<file path="config.mk">
export PLATFORM = sky130hd
export DESIGN_NAME = fletcher32_integrity_monitor_top
export DESIGN_NICKNAME = d
export VERILOG_FILES = /design/src/fim_pkg.sv /design/src/fletcher32_integrity_monitor_top.sv
export SDC_FILE = /design/constraint.sdc
export NUM_CORES = 1
export LEC_CHECK = 0
export ABC_AREA = 1
export BUFFER_PORTS_ARGS = -buffer_cell sky130_fd_sc_hd__buf_4
export CAP_MARGIN = 20
export CORE_MARGIN = 1
export CORE_UTILIZATION = 40
export CTS_BUF_LIST = sky130_fd_sc_hd__clkbuf_2
export DETAILED_ROUTE_END_ITERATION = 16
export HOLD_SLACK_MARGIN = 0.08
export PLACE_DENSITY = 0.66
export SLEW_MARGIN = 20
export SYNTH_ARGS = -nofsm -noshare
export SYNTH_HDL_FRONTEND = slang
export SYNTH_SLANG_ARGS = --single-unit
</file>
<file path="constraint.sdc">
create_clock -name clock -period 7 [get_ports clock]
set_input_delay 0.35 -clock clock [delete_from_list [all_inputs] [get_ports clock]]
set_output_delay 0.35 -clock clock [all_outputs]
set_load 0.01 [all_outputs]
</file>
<file path="src/fim_pkg.sv">
// ----------------------------------------------------------------------------
// fim_pkg
// Shared widths, constants and modular arithmetic for the Fletcher-32
// integrity monitor.
// ----------------------------------------------------------------------------
package fim_pkg;

   localparam int BYTE_W  = 8;
   localparam int HALF_W  = 16;
   localparam int WORD_W  = 32;

   localparam logic [HALF_W-1:0] FLETCHER_MOD = 16'hffff;

   // a is at most 65534, b at most 65535; result lies in 0..65534
   function automatic logic [HALF_W-1:0] mod_add(input logic [HALF_W-1:0] a,
                                                 input logic [HALF_W-1:0] b);
      logic [HALF_W:0] s;
      s = {1'b0, a} + {1'b0, b};
      if (s >= {1'b0, FLETCHER_MOD}) begin
         s = s - {1'b0, FLETCHER_MOD};
      end
      return s[HALF_W-1:0];
   endfunction

endpackage

</file>
<file path="src/fletcher32_integrity_monitor_top.sv">
// ----------------------------------------------------------------------------
// fletcher32_integrity_monitor_top
// Byte-stream Fletcher-32 and byte-sum monitor with capture and verify modes.
// ----------------------------------------------------------------------------
// Accepts one byte per cycle. Each accepted transaction is held in an input
// register and folded into the running sums from there by one pass of
// short modular adds; the transaction flagged as the final byte of a region
// passes from the input register into the result register, which offers its
// result. The result register decouples the sides: input keeps flowing
// while a result waits, and stalls only when a result is held and a new one
// is ready to replace it. Write csr_verify_mode only while the block is idle.
module fletcher32_integrity_monitor_top (
   input  logic                        clock,
   input  logic                        reset,
   input  logic                        req_valid,
   output logic                        req_ready,
   input  logic [fim_pkg::BYTE_W-1:0]  req_data_byte,
   input  logic                        req_last_byte,
   output logic                        rsp_valid,
   input  logic                        rsp_ready,
   output logic [fim_pkg::WORD_W-1:0]  rsp_checksum,
   output logic [fim_pkg::WORD_W-1:0]  rsp_byte_total,
   output logic                        rsp_checksum_mismatch,
   output logic                        rsp_total_mismatch,
   input  logic                        csr_valid,
   output logic                        csr_ready,
   input  logic                        csr_verify_mode
);

   logic                        verify_mode_ff, verify_mode_in;
   logic                        in_valid_ff, in_valid_in;
   logic [fim_pkg::BYTE_W-1:0]  in_byte_ff, in_byte_in;
   logic                        in_last_ff, in_last_in;

   logic [fim_pkg::HALF_W-1:0]  first_sum_ff, first_sum_in;
   logic [fim_pkg::HALF_W-1:0]  second_sum_ff, second_sum_in;
   logic [fim_pkg::BYTE_W-1:0]  held_byte_ff, held_byte_in;
   logic                        held_ff, held_in;
   logic [fim_pkg::WORD_W-1:0]  total_ff, total_in;
   logic [fim_pkg::WORD_W-1:0]  ref_checksum_ff, ref_checksum_in;
   logic [fim_pkg::WORD_W-1:0]  ref_total_ff, ref_total_in;

   logic                        rsp_valid_ff, rsp_valid_in;
   logic [fim_pkg::WORD_W-1:0]  rsp_checksum_ff, rsp_checksum_in;
   logic [fim_pkg::WORD_W-1:0]  rsp_total_ff, rsp_total_in;
   logic                        rsp_cks_mis_ff, rsp_cks_mis_in;
   logic                        rsp_tot_mis_ff, rsp_tot_mis_in;

   logic                        advance;
   logic                        process;
   logic                        add_word;
   logic [fim_pkg::HALF_W-1:0]  word;
   logic [fim_pkg::HALF_W-1:0]  new_first;
   logic [fim_pkg::HALF_W-1:0]  new_second;
   logic [fim_pkg::WORD_W-1:0]  new_total;
   logic [fim_pkg::WORD_W-1:0]  cks;

   assign advance   = !rsp_valid_ff || rsp_ready;
   assign process   = in_valid_ff && (!in_last_ff || advance);
   assign req_ready = !in_valid_ff || process;
   assign csr_ready = 1'b1;

   assign add_word   = held_ff || in_last_ff;
   assign word       = held_ff ? {in_byte_ff, held_byte_ff}
                               : {{(fim_pkg::HALF_W-fim_pkg::BYTE_W){1'b0}}, in_byte_ff};
   assign new_first  = fim_pkg::mod_add(first_sum_ff, word);
   assign new_second = fim_pkg::mod_add(second_sum_ff, new_first);
   assign new_total  = total_ff + {{(fim_pkg::WORD_W-fim_pkg::BYTE_W){1'b0}}, in_byte_ff};
   assign cks        = add_word ? {new_second, new_first} : {second_sum_ff, first_sum_ff};

   always_comb begin
      verify_mode_in  = (csr_valid && csr_ready) ? csr_verify_mode : verify_mode_ff;

      in_valid_in     = (req_valid && req_ready) ? 1'b1 : (process ? 1'b0 : in_valid_ff);
      in_byte_in      = (req_valid && req_ready) ? req_data_byte : in_byte_ff;
      in_last_in      = (req_valid && req_ready) ? req_last_byte : in_last_ff;

      first_sum_in    = first_sum_ff;
      second_sum_in   = second_sum_ff;
      held_byte_in    = held_byte_ff;
      held_in         = held_ff;
      total_in        = total_ff;
      ref_checksum_in = ref_checksum_ff;
      ref_total_in    = ref_total_ff;

      rsp_valid_in    = rsp_ready ? 1'b0 : rsp_valid_ff;
      rsp_checksum_in = rsp_checksum_ff;
      rsp_total_in    = rsp_total_ff;
      rsp_cks_mis_in  = rsp_cks_mis_ff;
      rsp_tot_mis_in  = rsp_tot_mis_ff;

      if (process) begin
         if (in_last_ff) begin
            first_sum_in    = '0;
            second_sum_in   = '0;
            held_in         = 1'b0;
            total_in        = '0;
            rsp_valid_in    = 1'b1;
            rsp_checksum_in = cks;
            rsp_total_in    = new_total;
            if (verify_mode_ff) begin
               rsp_cks_mis_in = (cks != ref_checksum_ff);
               rsp_tot_mis_in = (new_total != ref_total_ff);
            end else begin
               rsp_cks_mis_in  = 1'b0;
               rsp_tot_mis_in  = 1'b0;
               ref_checksum_in = cks;
               ref_total_in    = new_total;
            end
         end else begin
            total_in = new_total;
            if (held_ff) begin
               first_sum_in  = new_first;
               second_sum_in = new_second;
               held_in       = 1'b0;
            end else begin
               held_byte_in = in_byte_ff;
               held_in      = 1'b1;
            end
         end
      end
   end

   always_ff @(posedge clock) begin
      if (reset) begin
         verify_mode_ff  <= 1'b0;
         in_valid_ff     <= 1'b0;
         first_sum_ff    <= '0;
         second_sum_ff   <= '0;
         held_byte_ff    <= '0;
         held_ff         <= 1'b0;
         total_ff        <= '0;
         ref_checksum_ff <= '0;
         ref_total_ff    <= '0;
         rsp_valid_ff    <= 1'b0;
      end else begin
         verify_mode_ff  <= verify_mode_in;
         in_valid_ff     <= in_valid_in;
         first_sum_ff    <= first_sum_in;
         second_sum_ff   <= second_sum_in;
         held_byte_ff    <= held_byte_in;
         held_ff         <= held_in;
         total_ff        <= total_in;
         ref_checksum_ff <= ref_checksum_in;
         ref_total_ff    <= ref_total_in;
         rsp_valid_ff    <= rsp_valid_in;
      end
   end

   always_ff @(posedge clock) begin
      in_byte_ff      <= in_byte_in;
      in_last_ff      <= in_last_in;
      rsp_checksum_ff <= rsp_checksum_in;
      rsp_total_ff    <= rsp_total_in;
      rsp_cks_mis_ff  <= rsp_cks_mis_in;
      rsp_tot_mis_ff  <= rsp_tot_mis_in;
   end

   assign rsp_valid             = rsp_valid_ff;
   assign rsp_checksum          = rsp_checksum_ff;
   assign rsp_byte_total        = rsp_total_ff;
   assign rsp_checksum_mismatch = rsp_cks_mis_ff;
   assign rsp_total_mismatch    = rsp_tot_mis_ff;

endmodule

</file>
==> flow_results.org <==
** Critical path
- The worst register-to-register path has a depth of 45.
- At the worst endpoint, the required time is 7.64 ns.
- In this run the critical register-to-register path is launched from in_byte_ff[0].
- Worst R2R End :: rsp_checksum_mismatch
- The critical path is of the flip-flop to flip-flop type.
- STA puts the critical path data arrival time at 7.06 ns.
- Slowest cell delay on critical path :: 0.57 ns
- STA classifies the critical path endpoint as a flip-flop.
- For flop-to-flop paths, the worst setup slack is 0.58 ns.
- Maximum fanout along the worst path :: 16
- The worst setup path is launched from a flip-flop.
- By instance count, the cell type seen most on the critical path is sky130_fd_sc_hd__nand2_1.
- Among all stages on the critical path, the largest delay is contributed by sky130_fd_sc_hd__fa_2.

** Pwr
- Int Pwr :: 1830 µW
- In this run switching power makes up 32.58% of total power.
- Combinational logic is responsible for 16.9% of the overall power.
- Sequential share of power :: 50.2%
- Maximum ir drop on the vdd rail :: 0.0001014 V
- Net Switching :: 884.3 µW
- After layout, the design draws a total of 2714 µW.
- Part of the power in the clock network :: 32.9%
- Leakage power figure :: 0.007633 µW
- Dividing total power by cell area gives a power density of 174.7 nW/µm².

** Cells and area
- Layout cell share with drive strength beyond 1 :: 13.60%
- Layout-stage area growth over the synthesis result :: 13.89%
- Fill cells in the final layout number 3,427.
- In the final layout, the multi-input gates occupy 7176 µm².
- Commonest cells after routing, fill and taps aside :: sky130_fd_sc_hd__nand2_1 (647), sky130_fd_sc_hd__inv_1 (298), sky130_fd_sc_hd__nand3_1 (164)
- The library cell used most frequently in the layout, excluding fill and tap cells, is sky130_fd_sc_hd__nand2_1.
- Post-route cell area :: 15,540 µm²
- Registers take 5059 µm².
- For this run, the post-layout net count is 2,214.

** Yosys
- Yosys printed 0 warnings.
- Ys flop type :: sky130_fd_sc_hd__dfxtp_1
- Of the synthesized area, sequential elements account for 37.05%.
- The cell area that synthesis handed to floorplanning was 13,640 µm².
- Of all flip-flops after synthesis, the portion carrying an async set or reset was 0%.
- After synthesis, the netlist uses 43 different library cells.
- EDFF count, synth :: 75
- A synthesized cell averages 6.737 µm².
- Number of standard cells after synthesis :: 2,025
- Number of nets produced by synthesis :: 2,085
- Synthesis inferred 215 register bits.

** Min path
- The startpoint identified for the worst hold timing path is rsp_ready.
- For hold timing, the worst endpoint is rsp_valid.
- Classification of the worst-slack hold path :: primary input to flip-flop
- Number of stages on the worst hold path :: 5

** Clock network
- Clock-pin slew was measured on the worst setup and hold paths at 0.12 ns.
- Clock latency reported for the late side of the worst-skew pair :: 0.94 ns
- Number of sinks driven by the clock tree :: 215
- CTS tree :: done
- Clk root buf :: sky130_fd_sc_hd__clkbuf_2
- Maximum clock path buffer count :: 3
- CTS Buf Count :: 57
- CTS built an H-tree with a depth of 2.

** Placement
- Placer congestion estimate :: 0.9173
- PortBufs :: 82
- Post-Place Cell Area :: 14,680 µm²
- HPWL reported at the end of detailed placement :: 27,340 µm

** Routing
- For this run, the detailed router's first-pass iteration total came to 5.
- Met2 wire length :: 17,330 µm
- DR vias/cell :: 4.964
- Total Wirelength :: 37,570 µm
- Routed signal wires occupy layers up through met5.
- After detailed routing, the wire length on met1 is 17,390 µm.
- In the routed design, unresolved DRC markers number 0.
- In the detailed route, the total length drawn on met3 is 1908 µm.
- Via total after detailed routing :: 13,150
- Average detailed-routed wire length per instance :: 14.19 µm
- The first routing iteration left 856 violations.
- In this run the remaining antenna-violating nets after routing total 0.

** Floorplanning
- Ports :: 84
- Die footprint :: 34,850 µm²
- Core ar. :: 33,530 µm²
- Initial Util :: 40.69%
- The die is 186.7 µm tall.
- The initialized floorplan defines 67 standard-cell rows.
- The die is 186.7 µm wide.

** GRT
- Overall routing resource usage :: 21.46%
- The number of global-route vias before repair is 12,270.
- Pin count of the biggest net entering global routing :: 66
- The first global-routing pass estimated 61,240 µm of wire.
- The total overflow left after global routing is 0.
- Number of antenna violations at the first check in global routing :: 2

** Run
- Count of max-cap constraint violations :: 0

** STA
- Between clock sinks in the finished design, the worst skew comes to 0.08638 ns.
- Clock period minus final worst setup slack :: 6.417 ns
- At the pin with the least slew margin, the transition time is 0.8934 ns.
- Measured against its own limit, the worst slew margin works out to 40.22%.
- The number of pins exceeding their max-slew limit in the final report is 0.
- Final hold violation count :: 0
- Static timing analysis puts the maximum clock frequency at 0.1558 GHz.
- Setup violations remaining at the end of the flow were counted as 0.
- Adding up every negative setup slack in the final design gives 0 ns.
- Worst-case hold slack :: 0.4482 ns
- The worst path uses 91.68% of the clock period.

** Outcome
- The run finished with clean final reports.
stage by stage:
step,setup WS [ns],instances,util [%]
3_3_place_gp,0.4084,2511,43.78
6_report,0.5825,2648,46.34
4_1_cts,0.2017,2641,46.08
3_5_place_dp,0.2317,2511,43.78
2_1_floorplan,1.022,2025,-
5_1_grt,-0.005445,2648,46.34
timing repair:
action | in CTS | in global routing
endpoints found under the setup margin | 0 | 1
gates resized for setup | 0 | 7
setup buffers | 0 | 5
hold buffers | 26 | 0
hold endpoints to repair | 69 | 0
how the worst max path moves through the flow:
| stage | slack (ns) | start | end | cells past startpoint |
|---|---|---|---|---|
| global route | -0.005 | in_byte_ff[0] | rsp_checksum_mismatch | 45 |
| floorplan | 1.02 | held_ff | rsp_checksum_mismatch | 48 |
| CTS | 0.20 | held_ff | rsp_checksum_mismatch | 44 |
| detailed placement | 0.23 | held_ff | rsp_checksum_mismatch | 44 |
| global placement | 0.41 | held_ff | rsp_checksum_mismatch | 44 |
| finish | 0.58 | in_byte_ff[0] | rsp_checksum_mismatch | 45 |
metal layers:
layer	global-route usage, %	up-vias
met1	28.13	5974
met4	7.125	2
met3	3.178	65
met5	0	-
met2	36.06	342
li1	-	6762
kinds of logic (layout without fill, tap and decap cells):
family / Yosys count / after routing / synth area share [%]
buffers and inverters: 369 / 543 / 10.50
AO/OA/AOI/OAI: 263 / 263 / 9.895
other: 1 / 2 / 0.02749
AND/OR/NAND/NOR: 1078 / 1078 / 34.77
flip-flops: 215 / 215 / 37.05
XOR/XNOR: 54 / 54 / 3.467
adder cells (fa/ha/maj): 45 / 45 / 4.292
final cells by class:
class	count	area share, %
antenna	1	0.01610
clock buffer	88	2.834
clock inverter	16	0.4670
inverter	307	7.416
multi-input combinational	1441	46.18
sequential	215	32.55
tap	448	3.607
timing repair buffer	132	6.925
sequential cells by signal, summed over array words and instances, names as in the netlist:
register / cells
held_ff: 1
ref_total_ff: 32
second_sum_ff: 16
rsp_byte_total: 32
in_byte_ff: 8
rsp_valid: 1
rsp_checksum_mismatch: 1
rsp_total_mismatch: 1
rsp_checksum: 32
verify_mode_ff: 1
in_valid_ff: 1
first_sum_ff: 16
held_byte_ff: 8
in_last_ff: 1
ref_checksum_ff: 32
total_ff: 32
synth_stat cells (2+ instances only):
master,n,share of area [%]
sky130_fd_sc_hd__buf_4,3,0.17
sky130_fd_sc_hd__nor3_1,14,0.51
sky130_fd_sc_hd__nor2_4,4,0.33
sky130_fd_sc_hd__nand3_2,13,0.95
sky130_fd_sc_hd__buf_2,7,0.26
sky130_fd_sc_hd__or2_2,14,0.64
sky130_fd_sc_hd__fa_1,3,0.44
sky130_fd_sc_hd__o21a_1,2,0.11
sky130_fd_sc_hd__edfxtp_1,75,17
sky130_fd_sc_hd__clkbuf_1,47,1.3
sky130_fd_sc_hd__inv_1,300,8.3
sky130_fd_sc_hd__buf_1,3,0.083
sky130_fd_sc_hd__nand2_2,46,2.1
sky130_fd_sc_hd__inv_2,5,0.14
sky130_fd_sc_hd__o21bai_1,5,0.28
sky130_fd_sc_hd__nor2_1,106,2.9
sky130_fd_sc_hd__o21ai_1,2,0.073
sky130_fd_sc_hd__o21ai_0,93,3.4
sky130_fd_sc_hd__xor2_1,42,2.7
sky130_fd_sc_hd__a21oi_1,157,5.8
sky130_fd_sc_hd__nand3b_1,4,0.22
sky130_fd_sc_hd__nor2_2,6,0.28
sky130_fd_sc_hd__nor4_1,3,0.14
sky130_fd_sc_hd__nand2_1,647,18
sky130_fd_sc_hd__dfxtp_1,140,21
sky130_fd_sc_hd__nand4_1,46,2.1
sky130_fd_sc_hd__and2_1,6,0.28
sky130_fd_sc_hd__xnor2_1,12,0.77
sky130_fd_sc_hd__ha_1,42,3.9
sky130_fd_sc_hd__nand3_1,164,6.0
sky130_fd_sc_hd__clkinv_1,2,0.055
power by group through the flow:
stage / registers [µW] / logic (µW) / clock network [µW]
after floorplan: 1390 / 316 / 0
after global placement: 1390 / 437 / 0
after detailed placement: 1390 / 442 / 0
after CTS: 1360 / 455 / 927
after global routing: 1370 / 516 / 993
final: 1360 / 459 / 893
critical path, delay by kind of cell (launching register included):
kind | cells | cell delay [ns]
buf+inv | 7 | 0.65
simple gates | 31 | 3.07
flops | 1 | 0.44
compound gates | 1 | 0.16
fa+ha+maj | 6 | 1.84
Note: power is estimated with default switching activity, not from simulation.
